**config.mk**
```make
export PLATFORM = sky130hd
export DESIGN_NAME = amsdu_aggregation_admit_core
export DESIGN_NICKNAME = d
export VERILOG_FILES = /design/src/rtl/aagg_pkg.sv /design/src/rtl/aagg_cfg.sv /design/src/rtl/aagg_state.sv /design/src/rtl/aagg_decide.sv /design/src/rtl/amsdu_aggregation_admit_core.sv
export SDC_FILE = /design/constraint.sdc
export NUM_CORES = 1
export LEC_CHECK = 0
export BUFFER_PORTS_ARGS = -buffer_cell sky130_fd_sc_hd__buf_2
export CAP_MARGIN = 15
export CORE_MARGIN = 2
export CORE_UTILIZATION = 60
export DETAILED_ROUTE_END_ITERATION = 6
export HOLD_SLACK_MARGIN = 0.08
export PLACE_DENSITY = 0.78
export RECOVER_POWER = 100
export SLEW_MARGIN = 25
export SYNTH_ARGS = -nofsm -noshare
export SYNTH_HDL_FRONTEND = slang
export SYNTH_SLANG_ARGS = --single-unit
export TNS_END_PERCENT = 50
```
**constraint.sdc**
```tcl
create_clock -name clk_i -period 9.9 [get_ports clk_i]
set_input_delay 0.99 -clock clk_i [delete_from_list [all_inputs] [get_ports clk_i]]
set_output_delay 0.99 -clock clk_i [all_outputs]
set_load 0.02 [all_outputs]
```
**src/rtl/aagg_pkg.sv**
```systemverilog
`timescale 1ns / 1ps

package aagg_pkg;

  // class count default, carried as a top-level parameter
  localparam int NUM_CLASSES_DEF = 8;

  // fixed framing constants
  localparam int WLAN_HDR_MAX  = 36;
  localparam int MIN_AGG_COUNT = 4;
  localparam int LEN_STEP      = 256;
  localparam int SUBHDR_BYTES  = 14;
  localparam int LLC_BYTES     = 6;

  // field widths
  localparam int TID_W    = 3;
  localparam int LEN_W    = 14;
  localparam int SEC_W    = 6;
  localparam int PAD_W    = 2;
  localparam int CNT_W    = 4;
  localparam int COST_W   = LEN_W + 1;
  localparam int LIM_W    = 17;
  localparam int CFG_IDX_W = 2;
  localparam int CFG_DAT_W = 14;

  localparam logic [LEN_W-1:0] LEN_MAX         = {LEN_W{1'b1}};
  localparam logic [LEN_W-1:0] MAX_MPDU_RESET  = 14'd3839;

  // configuration register indexes
  typedef enum logic [CFG_IDX_W-1:0] {
    CFG_MAX_MPDU_LEN = 2'd0,
    CFG_MAX_SUBFRAMES = 2'd1,
    CFG_MESH_MODE = 2'd2
  } cfg_idx_e;

  // decision codes
  typedef enum logic [1:0] {
    DEC_SKIP   = 2'd0,
    DEC_ANCHOR = 2'd1,
    DEC_SUB    = 2'd2
  } decision_e;

  typedef struct packed {
    logic [LEN_W-1:0] max_mpdu_len;
    logic [CNT_W-1:0] max_subframes;
    logic             mesh_mode;
  } cfg_t;

  typedef struct packed {
    logic [TID_W-1:0] traffic_id;
    logic [LEN_W-1:0] frame_len;
    logic             llc_needed;
    logic [SEC_W-1:0] security_overhead;
    logic [PAD_W-1:0] align_pads;
  } pkt_t;

  typedef struct packed {
    logic [LEN_W-1:0] budget;
    logic [CNT_W-1:0] count;
    logic             open;
  } class_state_t;

  typedef struct packed {
    decision_e        decision;
    logic [CNT_W-1:0] slot;
    logic [LEN_W-1:0] status_bytes;
    logic             closed;
  } result_t;

endpackage

```
**src/rtl/aagg_cfg.sv**
```systemverilog
`timescale 1ns / 1ps

module aagg_cfg (
  input  logic                           clk_i,
  input  logic                           rst_ni,
  input  logic                           cfg_valid_i,
  output logic                           cfg_ready_o,
  input  logic [aagg_pkg::CFG_IDX_W-1:0] cfg_index_i,
  input  logic [aagg_pkg::CFG_DAT_W-1:0] cfg_data_i,
  output aagg_pkg::cfg_t                 cfg_o
);
  import aagg_pkg::*;

  cfg_t cfg_q, cfg_d;

  // registers always take a write
  assign cfg_ready_o = 1'b1;

  // register decode
  always_comb begin
    cfg_d = cfg_q;
    if (cfg_valid_i) begin
      unique case (cfg_index_i)
        CFG_MAX_MPDU_LEN:  cfg_d.max_mpdu_len  = cfg_data_i[LEN_W-1:0];
        CFG_MAX_SUBFRAMES: cfg_d.max_subframes = cfg_data_i[CNT_W-1:0];
        CFG_MESH_MODE:     cfg_d.mesh_mode     = cfg_data_i[0];
        default:           cfg_d = cfg_q;
      endcase
    end
  end

  always_ff @(posedge clk_i or negedge rst_ni) begin
    if (!rst_ni) begin
      cfg_q.max_mpdu_len  <= MAX_MPDU_RESET;
      cfg_q.max_subframes <= '0;
      cfg_q.mesh_mode     <= 1'b0;
    end else begin
      cfg_q <= cfg_d;
    end
  end

  assign cfg_o = cfg_q;

endmodule

```
**src/rtl/aagg_state.sv**
```systemverilog
`timescale 1ns / 1ps

module aagg_state #(
  parameter int NUM_CLASSES = aagg_pkg::NUM_CLASSES_DEF,
  parameter int CLS_W = (NUM_CLASSES > 1) ? $clog2(NUM_CLASSES) : 1
) (
  input  logic                   clk_i,
  input  logic                   rst_ni,
  input  logic [CLS_W-1:0]       rd_idx_i,
  output aagg_pkg::class_state_t rd_data_o,
  input  logic                   wr_en_i,
  input  logic [CLS_W-1:0]       wr_idx_i,
  input  aagg_pkg::class_state_t wr_data_i
);
  import aagg_pkg::*;

  class_state_t ent_q [NUM_CLASSES];

  // per-class anchor registers
  always_ff @(posedge clk_i or negedge rst_ni) begin
    if (!rst_ni) begin
      for (int i = 0; i < NUM_CLASSES; i++) begin
        ent_q[i] <= '0;
      end
    end else if (wr_en_i && (int'(wr_idx_i) < NUM_CLASSES)) begin
      ent_q[wr_idx_i] <= wr_data_i;
    end
  end

  // read port, out-of-range reads give an idle entry
  always_comb begin
    if (int'(rd_idx_i) < NUM_CLASSES) begin
      rd_data_o = ent_q[rd_idx_i];
    end else begin
      rd_data_o = '0;
    end
  end

endmodule

```
**src/rtl/aagg_decide.sv**
```systemverilog
`timescale 1ns / 1ps

module aagg_decide (
  input  aagg_pkg::cfg_t         cfg_i,
  input  aagg_pkg::pkt_t         pkt_i,
  input  logic                   cls_valid_i,
  input  aagg_pkg::class_state_t cur_i,
  output logic                   wr_en_o,
  output aagg_pkg::class_state_t nxt_o,
  output aagg_pkg::result_t      res_o
);
  import aagg_pkg::*;

  logic              refuse;
  logic              join_ok;
  logic [COST_W-1:0] anchor_cost;
  logic [COST_W-1:0] sub_cost;
  logic [COST_W-1:0] status_sum;
  logic [LEN_W-1:0]  anchor_budget;
  logic [LEN_W-1:0]  sub_budget;
  logic [LEN_W-1:0]  cur_len;
  logic [COST_W-1:0] new_len;
  logic [CNT_W:0]    cnt_inc;
  logic [LIM_W-1:0]  len_limit;
  logic              short_agg;
  logic [COST_W-1:0] llc_bytes;

  // cost and budget arithmetic
  always_comb begin
    llc_bytes   = pkt_i.llc_needed ? COST_W'(LLC_BYTES) : '0;
    anchor_cost = COST_W'(pkt_i.frame_len) + COST_W'(WLAN_HDR_MAX)
                  + COST_W'(pkt_i.security_overhead) + llc_bytes;
    sub_cost    = COST_W'(pkt_i.frame_len) + COST_W'(pkt_i.align_pads) + llc_bytes;

    anchor_budget = (COST_W'(cfg_i.max_mpdu_len) > anchor_cost)
                    ? cfg_i.max_mpdu_len - anchor_cost[LEN_W-1:0] : '0;
    sub_budget    = (COST_W'(cur_i.budget) > sub_cost)
                    ? cur_i.budget - sub_cost[LEN_W-1:0] : '0;

    cur_len   = (cfg_i.max_mpdu_len > cur_i.budget)
                ? cfg_i.max_mpdu_len - cur_i.budget : '0;
    new_len   = COST_W'(cur_len) + COST_W'(pkt_i.frame_len);
    cnt_inc   = {1'b0, cur_i.count} + (CNT_W+1)'(1);
    len_limit = LIM_W'(cnt_inc) * LIM_W'(LEN_STEP);
    short_agg = (cur_i.count >= CNT_W'(MIN_AGG_COUNT))
                && (LIM_W'(new_len) < len_limit);

    status_sum = sub_cost + ((cnt_inc == (CNT_W+1)'(2)) ? COST_W'(SUBHDR_BYTES) : '0);

    refuse  = (pkt_i.frame_len > cfg_i.max_mpdu_len) || cfg_i.mesh_mode;
    join_ok = (cur_i.budget > pkt_i.frame_len)
              && (cur_i.count < cfg_i.max_subframes) && !cfg_i.mesh_mode;
  end

  // admission decision and state update
  always_comb begin
    wr_en_o = 1'b0;
    nxt_o   = cur_i;
    res_o.decision     = DEC_SKIP;
    res_o.slot         = '0;
    res_o.status_bytes = '0;
    res_o.closed       = 1'b0;

    if (cls_valid_i) begin
      if (!cur_i.open) begin
        // no anchor yet
        if (!refuse) begin
          wr_en_o        = 1'b1;
          nxt_o.budget   = anchor_budget;
          nxt_o.count    = CNT_W'(1);
          nxt_o.open     = 1'b1;
          res_o.decision = DEC_ANCHOR;
        end
      end else if (join_ok && short_agg) begin
        // aggregate too thin for its count, start over
        wr_en_o        = 1'b1;
        nxt_o.budget   = anchor_budget;
        nxt_o.count    = CNT_W'(1);
        nxt_o.open     = 1'b1;
        res_o.decision = DEC_ANCHOR;
        res_o.closed   = 1'b1;
      end else if (join_ok) begin
        // join as a sub-frame
        wr_en_o            = 1'b1;
        nxt_o.budget       = sub_budget;
        nxt_o.count        = cnt_inc[CNT_W-1:0];
        res_o.decision     = DEC_SUB;
        res_o.slot         = cur_i.count;
        res_o.status_bytes = (status_sum > COST_W'(LEN_MAX)) ? LEN_MAX
                             : status_sum[LEN_W-1:0];
        if (cnt_inc >= {1'b0, cfg_i.max_subframes}) begin
          nxt_o.budget = cfg_i.max_mpdu_len;
          nxt_o.count  = '0;
          nxt_o.open   = 1'b0;
          res_o.closed = 1'b1;
        end
      end else if (refuse) begin
        // close and skip
        wr_en_o      = 1'b1;
        nxt_o.budget = cfg_i.max_mpdu_len;
        nxt_o.count  = '0;
        nxt_o.open   = 1'b0;
        res_o.closed = 1'b1;
      end else begin
        // replace the anchor
        wr_en_o        = 1'b1;
        nxt_o.budget   = anchor_budget;
        nxt_o.count    = CNT_W'(1);
        nxt_o.open     = 1'b1;
        res_o.decision = DEC_ANCHOR;
        res_o.closed   = 1'b1;
      end
    end
  end

endmodule

```
**src/rtl/amsdu_aggregation_admit_core.sv**
```systemverilog
`timescale 1ns / 1ps

// result: a transferred packet passes the input register and the result register;
//   done_o is high for one cycle with its result; the receiver cannot stall
// throughput: one packet per cycle; busy_o stays low, the per-class anchor
//   read-modify-write completes in the single decision stage
// reset: rst_ni low clears all anchors (closed, zero budget and count) and the
//   pipeline valid flags, and loads the register reset values; no clearing pass
module amsdu_aggregation_admit_core #(
  parameter int NUM_CLASSES = aagg_pkg::NUM_CLASSES_DEF
) (
  input  logic                           clk_i,
  input  logic                           rst_ni,
  input  logic                           start_i,
  output logic                           busy_o,
  input  logic [aagg_pkg::TID_W-1:0]     traffic_id_i,
  input  logic [aagg_pkg::LEN_W-1:0]     frame_len_i,
  input  logic                           llc_needed_i,
  input  logic [aagg_pkg::SEC_W-1:0]     security_overhead_i,
  input  logic [aagg_pkg::PAD_W-1:0]     align_pads_i,
  output logic                           done_o,
  output logic [1:0]                     decision_o,
  output logic [aagg_pkg::CNT_W-1:0]     subframe_slot_o,
  output logic [aagg_pkg::LEN_W-1:0]     status_bytes_added_o,
  output logic                           anchor_closed_o,
  input  logic                           cfg_valid_i,
  output logic                           cfg_ready_o,
  input  logic [aagg_pkg::CFG_IDX_W-1:0] cfg_index_i,
  input  logic [aagg_pkg::CFG_DAT_W-1:0] cfg_data_i
);
  import aagg_pkg::*;

  localparam int CLS_W = (NUM_CLASSES > 1) ? $clog2(NUM_CLASSES) : 1;

  cfg_t         cfg;
  pkt_t         pkt_q, pkt_d;
  logic         in_valid_q, in_valid_d;
  logic         accept;
  logic         cls_valid;
  logic [CLS_W-1:0] cls_idx;
  class_state_t cur_ent;
  class_state_t nxt_ent;
  logic         wr_en;
  result_t      res;
  result_t      res_q;
  logic         done_q;

  assign busy_o = 1'b0;
  assign accept = start_i && !busy_o;

  // input register
  always_comb begin
    in_valid_d             = accept;
    pkt_d.traffic_id       = traffic_id_i;
    pkt_d.frame_len        = frame_len_i;
    pkt_d.llc_needed       = llc_needed_i;
    pkt_d.security_overhead = security_overhead_i;
    pkt_d.align_pads       = align_pads_i;
  end

  always_ff @(posedge clk_i or negedge rst_ni) begin
    if (!rst_ni) begin
      in_valid_q <= 1'b0;
    end else begin
      in_valid_q <= in_valid_d;
    end
  end

  always_ff @(posedge clk_i) begin
    if (accept) begin
      pkt_q <= pkt_d;
    end
  end

  // class select
  assign cls_idx   = CLS_W'(pkt_q.traffic_id);
  assign cls_valid = in_valid_q && (int'(pkt_q.traffic_id) < NUM_CLASSES);

  aagg_cfg u_cfg (
    .clk_i       (clk_i),
    .rst_ni      (rst_ni),
    .cfg_valid_i (cfg_valid_i),
    .cfg_ready_o (cfg_ready_o),
    .cfg_index_i (cfg_index_i),
    .cfg_data_i  (cfg_data_i),
    .cfg_o       (cfg)
  );

  aagg_state #(
    .NUM_CLASSES (NUM_CLASSES),
    .CLS_W       (CLS_W)
  ) u_state (
    .clk_i     (clk_i),
    .rst_ni    (rst_ni),
    .rd_idx_i  (cls_idx),
    .rd_data_o (cur_ent),
    .wr_en_i   (wr_en),
    .wr_idx_i  (cls_idx),
    .wr_data_i (nxt_ent)
  );

  aagg_decide u_decide (
    .cfg_i       (cfg),
    .pkt_i       (pkt_q),
    .cls_valid_i (cls_valid),
    .cur_i       (cur_ent),
    .wr_en_o     (wr_en),
    .nxt_o       (nxt_ent),
    .res_o       (res)
  );

  // result register
  always_ff @(posedge clk_i or negedge rst_ni) begin
    if (!rst_ni) begin
      done_q <= 1'b0;
    end else begin
      done_q <= in_valid_q;
    end
  end

  always_ff @(posedge clk_i) begin
    if (in_valid_q) begin
      res_q <= res;
    end
  end

  assign done_o               = done_q;
  assign decision_o           = 2'(res_q.decision);
  assign subframe_slot_o      = res_q.slot;
  assign status_bytes_added_o = res_q.status_bytes;
  assign anchor_closed_o      = res_q.closed;

endmodule

```
# Yosys cells after proc, flatten, opt, wreduce, memory -nomap -nowiden
# Cells that the tools add are included.
[classes] mux=29 bitwise_logic=3 reduce_logical=12 n_lt_le_gt_ge=12 n_eq_ne=3 addsub=11
[op_table] op="two-way mux 19 bit" n=10
[op_table] op="bitwise mux 152 bit" n=1
[op_table] op="binary-select mux 19 bit (select 3 bit)" n=1
[op_table] op="demux 19 bit (select 3 bit)" n=1
[op_table] op="two-way mux 14 bit" n=4
[op_table] op="adder 15 bit" n=3
[op_table] op="> comparator 14 bit" n=3
[op_table] op="subtractor 14 bit" n=3
[op_table] op="> comparator 14 x 15 -> 1 bit" n=2
[op_table] op="adder 14 x 14 -> 15 bit" n=1
[op_table] op="adder 14 x 2 -> 15 bit" n=1
[op_table] op="adder 14 x 6 -> 15 bit (second input constant)" n=1
[op_table] op="adder 15 x 6 -> 15 bit" n=1
[op_table] op="> comparator 15 x 14 -> 1 bit (second input constant)" n=1
[op_table] op="< comparator 15 x 13 -> 1 bit" n=1
[op_table] op="two-way mux 1 bit" n=7
[op_table] op="two-way mux 2 bit" n=3
[op_table] op="AND reduction 2 bit" n=3
[op_table] op="adder 4 x 1 -> 5 bit (second input constant)" n=1
[op_table] op="equality test 5 x 2 -> 1 bit (second input constant)" n=1
[op_table] op=">= comparator 5 x 4 -> 1 bit" n=1
[op_table] op="logical AND 1 bit" n=5
[op_table] op=">= comparator 4 x 3 -> 1 bit (second input constant)" n=1
[op_table] op=">= comparator 4 bit (second input constant)" n=1
[op_table] op="other kinds (12)" n=13
[word_totals] elab_cells=108 output_inout_bits=24 input_bits=46 regBits=220

# Longest topological paths before layout
[logic_depth] word_depth=14 ltp_mapped=39 ltp_nobuf=32

# Cells and area by module
# From an unflattened synthesis, not the netlist that was laid out.
[unflattened] cells_unflattened=1270 area_unflattened_um2=15038.2
[modules_own_cells] mod="aagg_state" cells_per_inst=394 area_per_inst_um2=7103.1 seq_area_each_um2=3803.6 instances=1
[modules_own_cells] mod="aagg_decide" cells_per_inst=781 area_per_inst_um2=5703.0 seq_area_each_um2=0.0 instances=1
[modules_own_cells] mod="amsdu_aggregation_admit_core" cells_per_inst=51 area_per_inst_um2=1472.7 seq_area_each_um2=1461.4 instances=1
[modules_own_cells] mod="aagg_cfg" cells_per_inst=44 area_per_inst_um2=759.5 seq_area_each_um2=489.2 instances=1

# Worst setup path after synthesis
# Ideal clock, no wire load.
[synth_timing] path_type="register -> register" startpoint="register pkt_q, in the netlist cls_idx[2]" endpoint="register u_state.ent_q[113] (netlist name)" arrival_ns=7.885 synth_period_minus_slack_ns=8.009 path_stages_with_launch=39 required_time_ns=9.775 setup_ns=0.125 path_slack_ns=1.891 path_buffers=7 path_cell_list="edfxtp_1 > buf_2 > buf_4 > clkbuf_1 > clkbuf_1 > clkbuf_1 > mux4_2 > mux2i_1 > inv_1 > ha_1 > inv_1 > fa_1 > a21oi_1 > nor2_1 > o31ai_1 > nand2_1 > a21o_1 > o41ai_1 > [3 not listed] > inv_1 > nor4_1 > o21ai_1 > a211o_1 > o21bai_1 > o21a_1 > o21a_1 > nor2_1 > xnor2_1 > ha_1 > o2111ai_1 > or3_1 > or3_1 > and3_1 > buf_1 > a41oi_1 > o32ai_2 > mux2_2"
[synth_between] elab_chain_len=14 word_cells_on_any_way=35 cone_classes="4 x add/sub; 9 x order compare; 16 x mux; 1 x bitwise; 5 x reduce/logical"
[synth_lines] element="start, declared" line_no="amsdu_aggregation_admit_core.sv:36" rtl="pkt_t pkt_q, pkt_d;"
[synth_lines] element="start signal, assigned" line_no="amsdu_aggregation_admit_core.sv:71" rtl="pkt_q <= pkt_d;"
[synth_lines] element="inverter 3 -> 4 bit (not written as such) (*)" line_no="aagg_state.sv:26, aagg_state.sv:33"
[synth_lines] element="binary-select mux 19 bit (select 3 bit)" line_no="aagg_state.sv:33" rtl="rd_data_o = ent_q[rd_idx_i];"
[synth_lines] element="two-way mux 19 bit (not written as such) (2 in a row)" line_no="aagg_state.sv:33"
[synth_lines] element="subtractor 14 bit or > comparator 14 bit (tied branches)" line_no="aagg_decide.sv:41, aagg_decide.sv:40"
[synth_lines] element="two-way mux 14 bit" line_no="aagg_decide.sv:41" rtl="? cfg_i.max_mpdu_len - cur_i.budget : '0;"
[synth_lines] element="adder 14 x 14 -> 15 bit" line_no="aagg_decide.sv:42" rtl="new_len = COST_W'(cur_len) + COST_W'(pkt_i.frame_len);"
[synth_lines] element="< comparator 15 x 13 -> 1 bit" line_no="aagg_decide.sv:46" rtl="&& (LIM_W'(new_len) < len_limit);"
[synth_lines] element="logical AND 1 bit" line_no="aagg_decide.sv:46"
[synth_lines] element="logical AND 1 bit" line_no="aagg_decide.sv:74" rtl="end else if (join_ok && short_agg) begin"
[synth_lines] element="two-way mux 19 bit" line_no="aagg_decide.sv:74"
[synth_lines] element="two-way mux 19 bit" line_no="aagg_decide.sv:65" rtl="if (!cur_i.open) begin"
[synth_lines] element="two-way mux 19 bit" line_no="aagg_decide.sv:64" rtl="if (cls_valid_i) begin"
[synth_lines] element="bitwise mux 152 bit" line_no="aagg_state.sv:26" rtl="ent_q[wr_idx_i] <= wr_data_i;"
[synth_lines] element="end signal, assigned by index" line_no="aagg_state.sv:26"
[synth_lines] element="end, declared" line_no="aagg_state.sv:17" rtl="class_state_t ent_q [NUM_CLASSES];"
# Mark *: on every way between the ends. The rest lies on a longest branch, timed or not. The select of a mux whose other input is x is not followed.
# A chain may end at the register's enable or synchronous reset.

# Final worst setup path
[layout_timing] startpoint="register pkt_q, in the netlist cls_idx[2]" endpoint="register u_state.ent_q[86] (netlist name)"
# Same word-level chain as after synthesis.

==> flow_summary.ini <==
[synthesis]
yosys.area.top_type = dfrtp_1
yosysWarnings = 0
synth-edff-count = 47
synth.distinct_cells = 88
synth.cell_area_um2 = 15100
seq_area_frac_synth_pct = 38.1
synth_top_area_share_pct = 26.8
ys_ff_latch = 220
synth_area_leaders = dfrtp_1, ha_1, edfxtp_1, mux2_2, mux2i_1
avgSynthCellArea_um2 = 10.0
async_flop_share_pct = 78.6
synthFlopType = dfrtp_1
synthCells = 1510
mappedNetlistNets = 1686

[power]
leakage_nw = 7.41
peakVddDrop_v = 0.000278
power_density_nw_per_um2 = 283

[drt]
drtPass1Iterations = 6
drt_iter0_markers = 1384
vias_per_cell = 6.59
highest_layer = met4
remaining_drc_errors = 0
vias = 12667
postRouteAntennaNets = 0
wl_met2_um = 19800
wl_met3_um = 4230
routedWlPerCell_um = 23.4
wl_met1_um = 18800
wl_um = 45000

[clocking]
htree_levels = 1
cts_made_buffers = 25
path_clk_slew_ns = 0.06
post_cts.repair.setup_buffers = 0
cts_tree = built
postCtsResizedCells = 0
clk_latency_ns = 0.54
cts.sinks = 220
root_buffer = clkbuf_16
cts.path.max_buffers = 3
holdBufCountCts = 0

[critical_path]
cp-start-kind = register
crit_fanout = 17
critPathArrivalTime_ns = 9.57
end_kind = register
reg2reg_depth = 32
rrSetupSlack_ns = 0.71
cp_slowest_stage_delay_ns = 0.80
cp-startpoint = cls_idx[2]$_DFFE_PP_
cp_common_cell = o21ai_0
crit-reg2reg-launch = cls_idx[2]$_DFFE_PP_
worst-setup-path-type = reg2reg
crit_slowest_cell = a211oi_2
required_ns = 10.28

[global_routing]
grt_pass1_vias = 12487
antenna_found_initial = 0
grt_pass1_wl_um = 70200
grt.total_usage_pct = 34.5
gr-total-overflow = 0
grt_max_degree = 102

[cells_and_area]
nets = 1749
fin_cells = 1922
most-common-layout-cells = dfrtp_1, ha_1, o21ai_0
fin_util_pct = 66.3
antennaDiodeCount = 0
drive_gt1_share_pct = 13.9
final_common_cell = dfrtp_1
syn2layout_area_growth_pct = 9.60

[status]
status = complete, but fails checks
violations = capacitance limit, slew limit

[placed_design]
pre_cts_slack_ns = 0.791
placed_cells = 1875
dp_hpwl_um = 32900
routabilityCongestion = 1.00
io_buffers = 67

[timing]
slew_viol_final = 231
rsz0062_at_grt = false
worst_pin_slew_ns = 5.52
hold_violations = 0
tns_ns = 0
relSlewSlack_pct = -268
setup_slack_ns = 0.705
fin_worst_skew_ns = 0.0184
setup_viol = 0
finalCritPeriodShare_pct = 92.9
timing.fmax_mhz = 109
fin_crit_ns = 9.19

[die]
die-area_um2 = 26500
design.core.area_um2 = 25000
io_pins = 70
std_cell_rows = 58
die_y_um = 163
start_util_pct = 60.5
fp.dieW_um = 163

[min_path]
hold_start = u_state.ent_q[124]$_DFFE_PN0P_
hold_depth = 2
min_path_type = reg2reg

[run]
cap_violations = 4
## sequential cells by signal (all words and copies together), names as in the netlist
| register | count |
|---|---|
| status_bytes_added_o | 14 |
| u_cfg.cfg_o | 19 |
| subframe_slot_o | 4 |
| decision_o | 2 |
| pkt_q | 23 |
| cls_valid | 1 |
| u_state.ent_q | 152 |
| anchor_closed_o | 1 |
| cls_idx | 3 |
| done_o | 1 |
## cell usage after synthesis, types with 21 or more instances
cell type  count
nand3_1       30
nand2_1      107
nor2_1       103
mux2i_1       72
nor3_1        23
o21ai_0      112
edfxtp_1      47
buf_2         21
ha_1         121
a21oi_1      106
mux2_2        77
clkbuf_1      22
xnor2_1       44
inv_1         93
dfrtp_1      162
## per-layer routing
layer  vias to the layer above  track usage (%)
met5                         -                0
met1                      6159             47.5
met4                         0             14.7
li1                       5697                -
met3                       158             6.65
met2                       653             53.4
## final cells by class
class	instances	area, um^2
clock inverters	6	85.1
flip-flops and latches	220	5750
well taps	330	413
fillers	2065	8410
clock buffers	40	776
repair buffers	94	489
multi-input cells	1139	8690
inverters	93	349
## through the flow
stage / cell area, um^2 / hold slack [ns] / power, mW
finish: 16600 / 0.479 / 4.69
global placement: 15800 / 0.458 / 3.61
detailed placement: 15800 / 0.470 / 3.66
CTS: 16600 / 0.484 / 4.64
global route: 16600 / 0.501 / 4.97
floorplan: 15100 / 0.443 / 3.02
## kinds of logic after synthesis
| logic type | synth area share [%] |
|---|---|
| AO/OA/AOI/OAI | 17.5 |
| XOR/XNOR | 3.59 |
| adder cells (fa/ha/maj) | 11.2 |
| buffers and inverters | 4.20 |
| flip-flops | 38.1 |
| multiplexers | 13.1 |
| other | 0.0497 |
| AND/OR/NAND/NOR | 12.3 |
## report_power, final
part           internal, mW  switching (mW)
clock network         0.588           0.373
logic                 0.915            1.45
registers              1.19           0.177
total                  2.69            2.00
## path summary, 6_finish.rpt
path | end
max | u_state.ent_q[86]$_DFFE_PN0P_
min | u_state.ent_q[124]$_DFFE_PN0P_
max reg2reg | u_state.ent_q[86]$_DFFE_PN0P_
min reg2reg | u_state.ent_q[124]$_DFFE_PN0P_
max in group asynchronous | u_state.ent_q[137]$_DFFE_PN0P_
min in group asynchronous | u_state.ent_q[58]$_DFFE_PN0P_
## critical path, delay by kind of cell, from the launching register on
kind | cells | cell delay, ns
and+or+nand+nor | 9 | 1.95
muxes | 1 | 0.37
AOI/OAI and AO/OA | 17 | 4.38
DFF | 1 | 0.73
xor gates and xnor gates | 1 | 0.16
adders and majority gates | 3 | 1.04
buffers and inverters | 1 | 0.37
(Power assumes the default switching activity.)
